[src/rtl/occ_pkg.sv]
// ----------------------------------------------------------------------------
// occ_pkg
// Shared types and constants for the obstacle collision and clearance core.
// ----------------------------------------------------------------------------
package occ_pkg;

    localparam int FRAC_BITS     = 16;
    localparam int MAX_OBSTACLES = 1024;
    localparam int COUNT_W       = 11;
    localparam logic [COUNT_W-1:0] COUNT_CAP =
        COUNT_W'((MAX_OBSTACLES < 2047) ? MAX_OBSTACLES : 2047);
    localparam logic [30:0] RADIUS_RESET =
        31'((((64'd3) << FRAC_BITS) + 64'd5) / 64'd10);

    localparam logic MODE_VEHICLE  = 1'b0;
    localparam logic MODE_OBSTACLE = 1'b1;

    typedef enum logic [1:0] {
        KIND_SPHERE   = 2'd0,
        KIND_CYLINDER = 2'd1,
        KIND_BOX      = 2'd2,
        KIND_UNKNOWN  = 2'd3
    } kind_t;

    typedef struct packed {
        logic               mode;
        logic [1:0]         obstacle_kind;
        logic signed [31:0] coord_x;
        logic signed [31:0] coord_y;
        logic signed [31:0] coord_z;
        logic [30:0]        obstacle_size;
        logic [30:0]        obstacle_height;
        logic [30:0]        half_x;
        logic [30:0]        half_y;
        logic [30:0]        half_z;
        logic               last;
    } in_item_t;

    typedef struct packed {
        logic               this_hit;
        logic               any_hit;
        logic signed [31:0] min_clr;
        logic               clearance_valid;
        logic [COUNT_W-1:0] obs_cnt;
        logic               last_out;
    } out_item_t;

    // classified job handed from front to back
    typedef struct packed {
        logic        vehicle;   // frame start
        logic [1:0]  kind;
        logic [33:0] dx;        // centre distance magnitudes
        logic [33:0] dy;
        logic [33:0] dz;
        logic [33:0] bx;        // box closest point magnitudes
        logic [33:0] by;
        logic [33:0] bz;
        logic        vert_ok;
        logic [30:0] size;
        logic        last;
    } job_t;

endpackage

[src/rtl/occ_front.sv]
// ----------------------------------------------------------------------------
// occ_front
// Accepts items, keeps the vehicle position, forms differences and box
// clamps and pushes one job per item into a two-entry queue.
// ----------------------------------------------------------------------------
module occ_front (
    input  logic                  clk,
    input  logic                  rst_n,
    input  logic [30:0]           vehicle_radius,
    input  logic                  in_valid,
    output logic                  in_ready,
    input  occ_pkg::in_item_t     in_data,
    output logic                  job_valid,
    input  logic                  job_ready,
    output occ_pkg::job_t         job_data
);
    import occ_pkg::*;

    logic signed [31:0] vx_reg, vy_reg, vz_reg;
    job_t               q_reg [2];
    logic               wp_reg, rp_reg;
    logic [1:0]         cnt_reg;
    job_t               job_new;
    logic               push, pop;

    // magnitude of a difference
    function automatic logic [33:0] absd(input logic signed [34:0] a,
                                         input logic signed [34:0] b);
        logic signed [34:0] d;
        d = a - b;
        return d[34] ? 34'(-d) : 34'(d);
    endfunction

    // clamp v into [c-h, c+h]
    function automatic logic signed [34:0] clampv(input logic signed [31:0] v,
                                                  input logic signed [31:0] c,
                                                  input logic [30:0] h);
        logic signed [34:0] lo, hi, r;
        lo = 35'(c) - 35'(signed'({1'b0, h}));
        hi = 35'(c) + 35'(signed'({1'b0, h}));
        r  = 35'(v);
        if (r < lo) r = lo;
        if (r > hi) r = hi;
        return r;
    endfunction

    // job formation
    always_comb
    begin
        logic signed [34:0] z0, zt, vr;
        job_new         = '0;
        job_new.vehicle = (in_data.mode == MODE_VEHICLE);
        job_new.kind    = in_data.obstacle_kind;
        job_new.dx      = absd(35'(vx_reg), 35'(in_data.coord_x));
        job_new.dy      = absd(35'(vy_reg), 35'(in_data.coord_y));
        job_new.dz      = absd(35'(vz_reg), 35'(in_data.coord_z));
        job_new.bx      = absd(35'(vx_reg), clampv(vx_reg, in_data.coord_x, in_data.half_x));
        job_new.by      = absd(35'(vy_reg), clampv(vy_reg, in_data.coord_y, in_data.half_y));
        job_new.bz      = absd(35'(vz_reg), clampv(vz_reg, in_data.coord_z, in_data.half_z));
        vr = 35'(signed'({1'b0, vehicle_radius}));
        z0 = 35'(in_data.coord_z);
        zt = z0 + 35'(signed'({1'b0, in_data.obstacle_height}));
        job_new.vert_ok = (35'(vz_reg) + vr >= z0) && (35'(vz_reg) - vr <= zt);
        job_new.size    = in_data.obstacle_size;
        job_new.last    = in_data.last;
    end

    assign in_ready  = (cnt_reg != 2'd2);
    assign push      = in_valid && in_ready;
    assign job_valid = (cnt_reg != 2'd0);
    assign pop       = job_valid && job_ready;
    assign job_data  = q_reg[rp_reg];

    // vehicle position
    always_ff @(posedge clk or negedge rst_n)
    begin
        if (!rst_n)
        begin
            vx_reg <= '0;
            vy_reg <= '0;
            vz_reg <= '0;
        end
        else if (push && in_data.mode == MODE_VEHICLE)
        begin
            vx_reg <= in_data.coord_x;
            vy_reg <= in_data.coord_y;
            vz_reg <= in_data.coord_z;
        end
    end

    // queue pointers
    always_ff @(posedge clk or negedge rst_n)
    begin
        if (!rst_n)
        begin
            wp_reg  <= 1'b0;
            rp_reg  <= 1'b0;
            cnt_reg <= 2'd0;
        end
        else
        begin
            if (push) wp_reg <= ~wp_reg;
            if (pop)  rp_reg <= ~rp_reg;
            cnt_reg <= cnt_reg + 2'(push) - 2'(pop);
        end
    end

    // queue storage
    always_ff @(posedge clk)
    begin
        if (push) q_reg[wp_reg] <= job_new;
    end

endmodule

[config.mk]
export PLATFORM = sky130hd
export DESIGN_NAME = occ_front
export DESIGN_NICKNAME = d
export VERILOG_FILES = /design/src/rtl/occ_pkg.sv /design/src/rtl/occ_front.sv
export SDC_FILE = /design/constraint.sdc
export NUM_CORES = 2
export LEC_CHECK = 0
export ABC_CLOCK_PERIOD_IN_PS = 29200
export BUFFER_PORTS_ARGS = -buffer_cell sky130_fd_sc_hd__buf_2
export CORE_MARGIN = 5
export CORE_UTILIZATION = 63
export DETAILED_ROUTE_END_ITERATION = 8
export PLACE_DENSITY = 0.84
export SLEW_MARGIN = 25
export SYNTH_ARGS = -nofsm -noshare
export SYNTH_HDL_FRONTEND = slang
export SYNTH_SLANG_ARGS = --single-unit
[constraint.sdc]
create_clock -name clk -period 29.2 [get_ports clk]
set_input_delay 5.84 -clock clk [delete_from_list [all_inputs] [get_ports clk]]
set_output_delay 5.84 -clock clk [all_outputs]
set_load 0.02 [all_outputs]
==> metrics.yaml <==
top_usage_layer: "met2"
crit_buf_inv: 5
postCtsSetupRepairBufs: 0
cts-resized-gates: 0
initial_core_util_pct: 63.28
hold_buffers: 0
clock-root-buffer: "clkbuf_16"
synth_area_per_cell_um2: 9.185
core_area_um2: 91250
grt_use_met3_pct: 5.719
critical_path.top_delay_family: "compound AO/OA/AOI/OAI gates"
r2r-end: "q_reg[1][107]$_DFFE_PP_"
fin_skew_ns: 0.02618
route.vias.total: 49970
drtIter0Drc: 4232
crit_type: "input pin to flip-flop"
critPathCaptureType: "flip-flop"
syn_area_um2: 57740
fin_crit_sh_pct: 60.63
synth_cells: 6286
ys_types: 111
drive_gt1_share_pct: 16.30
fmax_ghz: 0.05648
clk_pin_slew_ns: 0.06
die_w_um: 312.7
start_kind: "input pin"
vias_per_cell: 6.241
whs_path_depth: 1
port_buffers: 531
max-slew-margin-rel_pct: 32.39
hold_violations: 0
fill_cells: 7148
outcome: "complete, no violations"
clockBufferDepth: 3
grt_overflow_total: 0
first_pass_iters: 8
fp-row-count: 111
hold_end: "cnt_reg[1]$_DFF_PN0_"
async_reset_ff_share_pct: 17.24
drv_cap: 0
drcViolationCount: 0
cts_tree: "built"
r2r_cells: 41
synth_sequential_area_ratio_pct: 29.30
hpwlAfterDp_um: 137800
cts_buffers: 68
synth-edff-count: 480
required_ns: 29.58
antenna_found_initial: 18
crit_start: "in_data[231]"
detail_route.wl_per_cell_um: 21.61
postRouteAntennaNets: 0
largest_reg_flops: 480
ys_warn_count: 0
critPathSlowestCell: "a2111oi_0"
nets: 7795
grt.met2_usage_pct: 54.94
finalSetupViolations: 0
routed_wl_um: 173000
clock_sinks: 580
finalWeightedCongestion: 0.9915
yosys-top-cells-area: "edfxtp_1 25%, ha_1 16%, mux2_2 6.6%"
insertion_delay_ns: 0.66
grt_max_degree: 70
grt_util_met1_pct: 44.55
synthToLayoutAreaGrowth_pct: 10.42
die_h_um: 312.7
reg2reg_setup_slack_ns: 18.52
period_minus_slack_ns: 17.70
yosysMostFrequentCell: "ha_1"
cp_max_fo: 31
min_path_type: "flip-flop to flip-flop"
grt_pass1_vias: 48290
tns_ns: 0
arrival_ns: 18.09
timing_max_transition_violations_final: 0
hp-start: "cnt_reg[1]$_DFF_PN0_"
yosys-top-cells-count: "737 x ha_1, 616 x inv_1, 492 x a21oi_1, 480 x edfxtp_1, 443 x nor2_1"
max_stage_delay_ns: 0.52
die-area_um2: 97800
grtUsageTotal_pct: 33.73
grt_pass1_wl_um: 266000
ys_ff_latch: 580
synthFlopType: "edfxtp_1"
max_slew.worst_pin.slew_ns: 1.014
io_pins: 532
netlist.top_cell.by_area: "edfxtp_1"
r2r-start: "vx_reg[2]$_DFFE_PN0P_"
synth_top_area_share_pct: 24.96
h-tree-depth: 3
rsz0062_at_grt: "no"
==> layout by cell type (no fill, tap or decap), types with 34 or more instances in the layout <==
| cell | netlist | final |
|---|---|---|
| mux2_2 | 340 | 340 |
| o21bai_1 | 69 | 69 |
| o21ai_0 | 323 | 323 |
| nor4_1 | 36 | 36 |
| a211oi_1 | 63 | 63 |
| clkbuf_16 | 0 | 70 |
| nand4_1 | 63 | 63 |
| a21o_1 | 177 | 177 |
| o21a_1 | 89 | 89 |
| nor3_1 | 142 | 142 |
| nand3_1 | 87 | 87 |
| a31oi_1 | 75 | 73 |
| ha_1 | 737 | 737 |
| and3_1 | 50 | 49 |
| a21oi_1 | 492 | 491 |
| xor2_1 | 160 | 160 |
| mux2i_1 | 129 | 128 |
| nor2_1 | 443 | 441 |
| o31ai_1 | 37 | 37 |
| or2_2 | 34 | 34 |
| nor2b_1 | 85 | 85 |
| edfxtp_1 | 480 | 480 |
| buf_2 | 14 | 530 |
| nand2b_1 | 96 | 96 |
| inv_1 | 616 | 616 |
| dfrtp_1 | 100 | 99 |
| xnor2_1 | 420 | 420 |
| nand2_1 | 287 | 287 |
| or3_1 | 41 | 41 |
==> logic make-up (layout without fill, tap and decap cells) <==
family / Yosys count / after routing / synth area share [%]
AOI/OAI and AO/OA: 1612 / 1612 / 18.15
muxes: 482 / 482 / 9.121
and+or+nand+nor: 1491 / 1491 / 12.92
buffers and inverters: 787 / 1301 / 5.199
DFF: 580 / 580 / 29.30
other: 1 / 22 / 0.006495
adders and majority gates: 753 / 753 / 16.51
xor gates and xnor gates: 580 / 580 / 8.798
==> cell type report <==
class                   instances  area (um2)  share of cell area [%]
clock inverters                44       372.9                  0.5849
clock buffers                  78        1792                   2.810
multi-input cells            4924       37940                   59.51
well taps                    1186        1484                   2.328
inverters                     619        2323                   3.645
flip-flops and latches        580       16920                   26.54
diodes                         16       40.04                 0.06280
repair buffers                560        2878                   4.514
==> metal layers <==
layer / wire, um / vias up
li1: - / 23780
met3: 12990 / 438
met4: 8569 / 4
met2: 78810 / 2008
met5: 34 / -
met1: 72640 / 23740
==> worst register-to-register path, delay by kind of cell (launching register included) <==
| family | cells | cell delay (ns) |
|---|---|---|
| compound gates | 26 | 6.29 |
| mux | 2 | 0.73 |
| buf+inv | 3 | 0.81 |
| xor+xnor | 1 | 0.18 |
| flops | 1 | 0.44 |
| fa+ha+maj | 4 | 1.24 |
| simple gates | 5 | 0.72 |
==> per-stage QoR <==
| stage | worst slack (ns) | util [%] | instance area, um2 | std cells | hold WS, ns |
|---|---|---|---|---|---|
| 6_report | 11.50 | 69.87 | 63750 | 8007 | 0.5284 |
| 3_5_place_dp | 11.03 | 67.43 | 61530 | 7869 | 0.5096 |
| 4_1_cts | 11.64 | 69.80 | 63690 | 7991 | 0.5186 |
| 2_1_floorplan | 12.46 | - | 57760 | 6291 | 0.4604 |
| 3_3_place_gp | 11.22 | 67.42 | 61520 | 7869 | 0.4819 |
| 5_1_grt | 10.51 | 69.86 | 63750 | 8005 | 0.5653 |
==> worst max path at each step <==
stage                                    endpoint  slack [ns]  cells after the start
final                     q_reg[1][107]$_DFFE_PP_       11.50                     52
after global routing      q_reg[1][107]$_DFFE_PP_       10.51                     53
after CTS                 q_reg[0][105]$_DFFE_PP_       11.64                     54
after detailed placement  q_reg[0][105]$_DFFE_PP_       11.03                     53
after global placement    q_reg[0][105]$_DFFE_PP_       11.22                     53
after floorplan             q_reg[0][0]$_DFFE_PP_       12.46                      2
Power is left out: the tool's default activity adds up to more than one toggle a clock period on the data nets, which glitch-free logic cannot reach.
