**config.mk**
```make
export PLATFORM = sky130hd
export DESIGN_NAME = occ_back
export DESIGN_NICKNAME = d
export VERILOG_FILES = /design/src/rtl/occ_pkg.sv /design/src/rtl/occ_back.sv
export SDC_FILE = /design/constraint.sdc
export NUM_CORES = 2
export LEC_CHECK = 0
export ABC_AREA = 1
export BUFFER_PORTS_ARGS = -buffer_cell sky130_fd_sc_hd__buf_4
export CAP_MARGIN = 10
export CELL_PAD_IN_SITES_DETAIL_PLACEMENT = 1
export CELL_PAD_IN_SITES_GLOBAL_PLACEMENT = 1
export CORE_MARGIN = 3
export CORE_UTILIZATION = 25
export CTS_BUF_LIST = sky130_fd_sc_hd__clkbuf_2
export DETAILED_ROUTE_END_ITERATION = 6
export PLACE_DENSITY_LB_ADDON = 0.1
export RECOVER_POWER = 25
export REMOVE_ABC_BUFFERS = 1
export SYNTH_ARGS = -nofsm -noshare
export SYNTH_HDL_FRONTEND = slang
export SYNTH_SLANG_ARGS = --single-unit
export TNS_END_PERCENT = 10
```
**constraint.sdc**
```tcl
create_clock -name clk -period 42.8 [get_ports clk]
set_input_delay 8.56 -clock clk [delete_from_list [all_inputs] [get_ports clk]]
set_output_delay 8.56 -clock clk [all_outputs]
set_load 0.01 [all_outputs]
```
**src/rtl/occ_pkg.sv**
```systemverilog
// ----------------------------------------------------------------------------
// occ_pkg
// Shared types and constants for the obstacle collision and clearance core.
// ----------------------------------------------------------------------------
package occ_pkg;

    localparam int FRAC_BITS     = 16;
    localparam int MAX_OBSTACLES = 1024;
    localparam int COUNT_W       = 11;
    localparam logic [COUNT_W-1:0] COUNT_CAP =
        COUNT_W'((MAX_OBSTACLES < 2047) ? MAX_OBSTACLES : 2047);
    localparam logic [30:0] RADIUS_RESET =
        31'((((64'd3) << FRAC_BITS) + 64'd5) / 64'd10);

    localparam logic MODE_VEHICLE  = 1'b0;
    localparam logic MODE_OBSTACLE = 1'b1;

    typedef enum logic [1:0] {
        KIND_SPHERE   = 2'd0,
        KIND_CYLINDER = 2'd1,
        KIND_BOX      = 2'd2,
        KIND_UNKNOWN  = 2'd3
    } kind_t;

    typedef struct packed {
        logic               mode;
        logic [1:0]         obstacle_kind;
        logic signed [31:0] coord_x;
        logic signed [31:0] coord_y;
        logic signed [31:0] coord_z;
        logic [30:0]        obstacle_size;
        logic [30:0]        obstacle_height;
        logic [30:0]        half_x;
        logic [30:0]        half_y;
        logic [30:0]        half_z;
        logic               last;
    } in_item_t;

    typedef struct packed {
        logic               this_hit;
        logic               any_hit;
        logic signed [31:0] min_clr;
        logic               clearance_valid;
        logic [COUNT_W-1:0] obs_cnt;
        logic               last_out;
    } out_item_t;

    // classified job handed from front to back
    typedef struct packed {
        logic        vehicle;   // frame start
        logic [1:0]  kind;
        logic [33:0] dx;        // centre distance magnitudes
        logic [33:0] dy;
        logic [33:0] dz;
        logic [33:0] bx;        // box closest point magnitudes
        logic [33:0] by;
        logic [33:0] bz;
        logic        vert_ok;
        logic [30:0] size;
        logic        last;
    } job_t;

endpackage

```
**src/rtl/occ_back.sv**
```systemverilog
// ----------------------------------------------------------------------------
// occ_back
// Runs up to two sums of squares and square roots one bit a cycle,
// tests the hit, folds the frame aggregate and holds the result item.
// ----------------------------------------------------------------------------
module occ_back (
    input  logic                  clk,
    input  logic                  rst_n,
    input  logic [30:0]           vehicle_radius,
    input  logic                  job_valid,
    output logic                  job_ready,
    input  occ_pkg::job_t         job_data,
    output logic                  out_valid,
    input  logic                  out_ready,
    output occ_pkg::out_item_t    out_data
);
    import occ_pkg::*;

    typedef enum logic [5:0] {
        ST_IDLE = 6'b000001,
        ST_SQ   = 6'b000010,
        ST_SUM  = 6'b000100,
        ST_ROOT = 6'b001000,
        ST_FOLD = 6'b010000,
        ST_OUT  = 6'b100000
    } state_t;

    state_t      state_reg, state_next;
    job_t        job_reg;
    logic [1:0]  sel_reg;        // which distance is in work
    logic [2:0]  term_reg;       // which square is in work
    logic [67:0] sq_reg;
    logic [71:0] acc_reg;
    logic [35:0] root_reg;
    logic [37:0] rem_reg;
    logic [5:0]  bit_reg;
    logic [35:0] d3_reg, d2_reg, db_reg;
    logic        hit_seen_reg, best_valid_reg;
    logic signed [31:0] best_reg;
    logic [COUNT_W-1:0] cnt_reg;
    out_item_t   res_reg;

    logic [33:0] term_val;

    localparam logic [1:0] SEL_D3 = 2'd0;
    localparam logic [1:0] SEL_D2 = 2'd1;
    localparam logic [1:0] SEL_DB = 2'd2;

    // operand for the current square
    always_comb
    begin
        term_val = '0;
        unique case (sel_reg)
            SEL_D3, SEL_D2:
            begin
                unique case (term_reg)
                    3'd0:    term_val = job_reg.dx;
                    3'd1:    term_val = job_reg.dy;
                    default: term_val = job_reg.dz;
                endcase
            end
            default:
            begin
                unique case (term_reg)
                    3'd0:    term_val = job_reg.bx;
                    3'd1:    term_val = job_reg.by;
                    default: term_val = job_reg.bz;
                endcase
            end
        endcase
    end

    assign job_ready = state_reg == ST_IDLE;
    assign out_valid = state_reg == ST_OUT;
    assign out_data  = res_reg;

    always_comb
    begin
        state_next = state_reg;
        unique case (state_reg)
            ST_IDLE: if (job_valid) state_next = job_data.vehicle ? ST_OUT : ST_SQ;
            ST_SQ:   state_next = ST_SUM;
            ST_SUM:
            begin
                if (term_reg == 3'd2 || (sel_reg == SEL_D2 && term_reg == 3'd1))
                    state_next = ST_ROOT;
                else
                    state_next = ST_SQ;
            end
            ST_ROOT:
            begin
                if (bit_reg == 6'd0)
                begin
                    if ((sel_reg == SEL_D3 && job_reg.kind == KIND_CYLINDER) ||
                        (sel_reg == SEL_D3 && job_reg.kind == KIND_BOX))
                        state_next = ST_SQ;
                    else
                        state_next = ST_FOLD;
                end
            end
            ST_FOLD: state_next = ST_OUT;
            ST_OUT:  if (out_ready) state_next = ST_IDLE;
            default: state_next = ST_IDLE;
        endcase
    end

    always_ff @(posedge clk or negedge rst_n)
    begin
        if (!rst_n)
            state_reg <= ST_IDLE;
        else
            state_reg <= state_next;
    end

    // squaring multiplier, registered
    always_ff @(posedge clk)
    begin
        sq_reg <= term_val * term_val;
    end

    // datapath
    always_ff @(posedge clk)
    begin
        logic [39:0] rem_sh;
        logic [39:0] rem_try;
        logic [37:0] rem_new;
        logic [35:0] root_new;
        logic [31:0] lim;
        logic [37:0] sum_r;
        logic        hit;
        logic signed [38:0] clr;
        logic signed [31:0] clr_s;
        out_item_t   veh_res;
        // one digit of the square root: bring down two bits, try to subtract
        rem_sh  = {rem_reg, acc_reg[71:70]};
        rem_try = {2'b00, root_reg, 2'b01};
        if (rem_sh >= rem_try)
        begin
            rem_new  = 38'(rem_sh - rem_try);
            root_new = {root_reg[34:0], 1'b1};
        end
        else
        begin
            rem_new  = 38'(rem_sh);
            root_new = {root_reg[34:0], 1'b0};
        end
        unique case (state_reg)
            ST_IDLE:
            begin
                job_reg  <= job_data;
                sel_reg  <= SEL_D3;
                term_reg <= 3'd0;
                acc_reg  <= '0;
            end
            ST_SUM:
            begin
                acc_reg  <= acc_reg + 72'(sq_reg);
                term_reg <= term_reg + 3'd1;
                root_reg <= '0;
                rem_reg  <= '0;
                bit_reg  <= 6'd35;
            end
            ST_ROOT:
            begin
                root_reg <= root_new;
                rem_reg  <= rem_new;
                if (bit_reg != 6'd0)
                begin
                    bit_reg <= bit_reg - 6'd1;
                    acc_reg <= acc_reg << 2;
                end
                else
                begin
                    unique case (sel_reg)
                        SEL_D3:  d3_reg <= root_new;
                        SEL_D2:  d2_reg <= root_new;
                        default: db_reg <= root_new;
                    endcase
                    sel_reg  <= (job_reg.kind == KIND_CYLINDER) ? SEL_D2 : SEL_DB;
                    term_reg <= 3'd0;
                    acc_reg  <= '0;
                end
            end
            default: ;
        endcase
        lim = 32'(vehicle_radius);
        sum_r = 38'(vehicle_radius) + 38'(job_reg.size);
        unique case (job_reg.kind)
            KIND_SPHERE:   hit = 38'(d3_reg) <= sum_r;
            KIND_CYLINDER: hit = (38'(d2_reg) <= sum_r) && job_reg.vert_ok;
            KIND_BOX:      hit = 36'(db_reg) <= 36'(lim);
            default:       hit = 1'b0;
        endcase
        clr = signed'(39'(d3_reg)) - signed'(39'(vehicle_radius))
              - signed'(39'(job_reg.size));
        if (clr > 39'sd2147483647)       clr_s = 32'sh7fffffff;
        else if (clr < -39'sd2147483648) clr_s = 32'sh80000000;
        else                             clr_s = 32'(clr);
        veh_res          = '0;
        veh_res.last_out = job_data.last;
        if (state_reg == ST_FOLD)
        begin
            res_reg.this_hit        <= hit;
            res_reg.any_hit         <= hit_seen_reg | hit;
            res_reg.min_clr         <= (!best_valid_reg || clr_s < best_reg) ? clr_s : best_reg;
            res_reg.clearance_valid <= 1'b1;
            res_reg.obs_cnt         <= (cnt_reg < COUNT_CAP) ? cnt_reg + 1'b1 : cnt_reg;
            res_reg.last_out        <= job_reg.last;
        end
        else if (state_reg == ST_IDLE && job_valid && job_data.vehicle)
        begin
            res_reg <= veh_res;
        end
    end

    // frame aggregate
    always_ff @(posedge clk or negedge rst_n)
    begin
        if (!rst_n)
        begin
            hit_seen_reg   <= 1'b0;
            best_valid_reg <= 1'b0;
            best_reg       <= '0;
            cnt_reg        <= '0;
        end
        else if (state_reg == ST_OUT && out_ready)
        begin
            hit_seen_reg   <= res_reg.any_hit;
            best_valid_reg <= res_reg.clearance_valid;
            best_reg       <= res_reg.min_clr;
            cnt_reg        <= res_reg.obs_cnt;
        end
    end

endmodule

```
==> reports/summary.txt <==
worst slew pin tran: 4263 ps
fill cell count: 32,561
CTS root buf: clkbuf_2
Fin Clk Skew: 290.4 ps
drt drc: 0
CTS Hold Bufs: 0
routability cong.: 0.8538
NumNets Final: 9,946
DR vias: 53,377
initial core utilization: 25.15%
Synth Warn #: 0
final period utilization: 35.53%
synthesized cell area: 69,670 um^2
Routed wire per std cell: 21.85 um
hpwl dp: 211,100 um
max FFs per register: 239
Crit-path slowest cell: nand2_1
most used flip-flop cell after synthesis: edfxtp_1
grt ovf: 0
Max-cap violations: 10
pin count of the biggest net entering global routing: 84
setup bufs post-CTS: 0
Area contributors post-synth: fa_1, edfxtp_1, ha_1
top cell type's share of synthesized area: 26.55%
share of post-route cells with drive strength above 1: 9.842%
commonest non-fill, non-tap cell in the layout: inv_1
required time worst endpoint: 44,100 ps
routed vias/inst: 4.451
CTS clock-pin slew for the worst setup and hold paths: 110 ps
Max Slew Vio Count: 445
EDFF count, synth: 550
crit-path most repeated cell: nand2_1
Num CTS Buffers: 202
mean post-synth cell area: 9.060 um^2
CTS sink cnt: 669
I/O pins: 324
CTS tree: built
Port Buf Inserts: 323
post_cts resized: 0
Worst Hold Launch: acc_reg[2]
crit path launch type: input pin
Setup Viol. Count Final: 0
sequential area share after synthesis: 27.49%
distinct cell type count after synthesis: 66
Routed WL: 262,000 um
CP max stage delay: 800 ps
DR pass1 iterations: 5
num rows: 193
WS Path Type: input pin to register
Worst Path Arrival: 16,500 ps
die area: 285,100 um^2
vias in the first global route: 60,846
Final Critical Period: 15,210 ps
failing checks: capacitance limit, slew limit
Fin Setup TNS: 0 ps
Hold Crit Class: register to register
GRT Total Usage: 18.44%
post-route ant nets: 0
area grow syn2layout: 12.84%
status: finished, violations left
synthesis-stage register bit count: 669
Critical R2R Launch: term_reg[0]
initial antenna violation count: 21
Core Area: 277,000 um^2
clk_lat worst skew: 1620 ps
RSZ-0062 raised after global routing: false
crit-path max FO: 33
Die Width: 533.9 um
first-pass GRT wire length: 395,800 um
Post-synth ARST share: 7.623%
crit path from: vehicle_radius[0]
Highest Clock Rate: 65.76 MHz
DR iter-0 viols: 2,201
H-tree depth: 4
die height: 533.9 um
clk buf depth: 4
most frequent cells in the layout: inv_1, nand2_1, fa_1, nor2_1, ha_1
Final Hold Fails: 0
cell taking the most area after synthesis: fa_1
CP Capture Type: register
slew margin rel.: -184.2%
Post-Synthesis Cells: 7,690
[synth_stat cells, types with 3 or more instances]
| cell | instances |
|---|---|
| buf_4 | 3 |
| nand4_1 | 67 |
| buf_1 | 22 |
| clkbuf_1 | 150 |
| nand3_1 | 125 |
| nand2_1 | 1168 |
| a32o_1 | 15 |
| dfxtp_1 | 68 |
| o21ai_0 | 312 |
| edfxtp_1 | 550 |
| inv_2 | 10 |
| o31ai_1 | 8 |
| a21oi_1 | 533 |
| xor2_1 | 110 |
| a21boi_1 | 3 |
| or2_2 | 19 |
| nor4_1 | 17 |
| buf_2 | 6 |
| and3_1 | 4 |
| a21boi_0 | 10 |
| o2111ai_1 | 3 |
| xnor2_1 | 117 |
| nor3_1 | 38 |
| a21o_1 | 15 |
| o221ai_1 | 11 |
| clkinv_1 | 20 |
| o21a_1 | 21 |
| mux2_2 | 7 |
| nor2_1 | 830 |
| o211ai_1 | 15 |
| o21ai_1 | 30 |
| inv_1 | 1636 |
| dfrtp_1 | 50 |
| fa_1 | 924 |
| o21bai_1 | 24 |
| a221oi_1 | 4 |
| a31oi_1 | 69 |
| nand2_2 | 9 |
| ha_1 | 616 |
| a211oi_1 | 16 |
| nand3b_1 | 3 |
[kinds of logic (layout without fill, tap and decap cells)]
logic type               after synthesis  after routing  share of synthesized area (%)
multiplexers                           7              7                         0.1131
other                                  0              7                              0
AND/OR/NAND/NOR                     2294           2294                          13.17
adder cells (fa/ha/maj)             1540           1540                          37.61
XOR/XNOR                             227            227                          2.854
buffers and inverters               1847           2438                          9.978
flip-flops                           669            669                          27.49
AO/OA/AOI/OAI                       1106           1106                          8.775
[critical path: cells and delay by family]
kind	cells	cell delay [ps]
xor+xnor	1	180
simple gates	20	4610
buf+inv	2	250
fa+ha+maj	4	1500
compound gates	4	1320
[layout make-up]
cell class	instances	area (um^2)	area share, %
flip-flops and latches	669	19150	24.36
clock inverters	60	307.8	0.3915
multi-input cells	5174	43680	55.56
repair buffers	418	3089	3.929
inverters	1666	6259	7.961
clock buffers	294	1471	1.872
well taps	3705	4636	5.896
diodes	7	17.52	0.02228
[stage by stage]
stage	util, %	instances	instance area [um^2]	setup WS, ps	hold slack (ps)
after global routing	28.38	11987	78600	27200	298.6
final	28.38	11993	78620	27590	282.8
after global placement	27.76	11632	76900	26360	463.9
after floorplan	-	7509	68970	10690	463.6
after CTS	28.40	11986	78670	27990	253.1
after detailed placement	27.76	11632	76900	26190	469.2
[routing by layer]
metal | up-vias | wire length [um] | global-route usage, %
met4 | 18 | 5652 | 4.104
met2 | 833 | 132300 | 33.26
met5 | - | 138 | 0
li1 | 25284 | - | -
met1 | 26941 | 115700 | 23.32
met3 | 301 | 8170 | 2.381
[path summary, 6_finish.rpt]
kind / endpoint / depth (start not counted) / slack [ps]
max reg2reg: sq_reg[61] / 44 / 31180
min in group asynchronous: best_reg[24] / 1 / 7110
min reg2reg: acc_reg[4] / 2 / 280
min: acc_reg[4] / 2 / 280
max: out_data[16] / 31 / 27590
max in group asynchronous: best_reg[16] / 1 / 35090
Power is left out: the tool's default activity adds up to more than one toggle a clock period on the data nets, which glitch-free logic cannot reach.
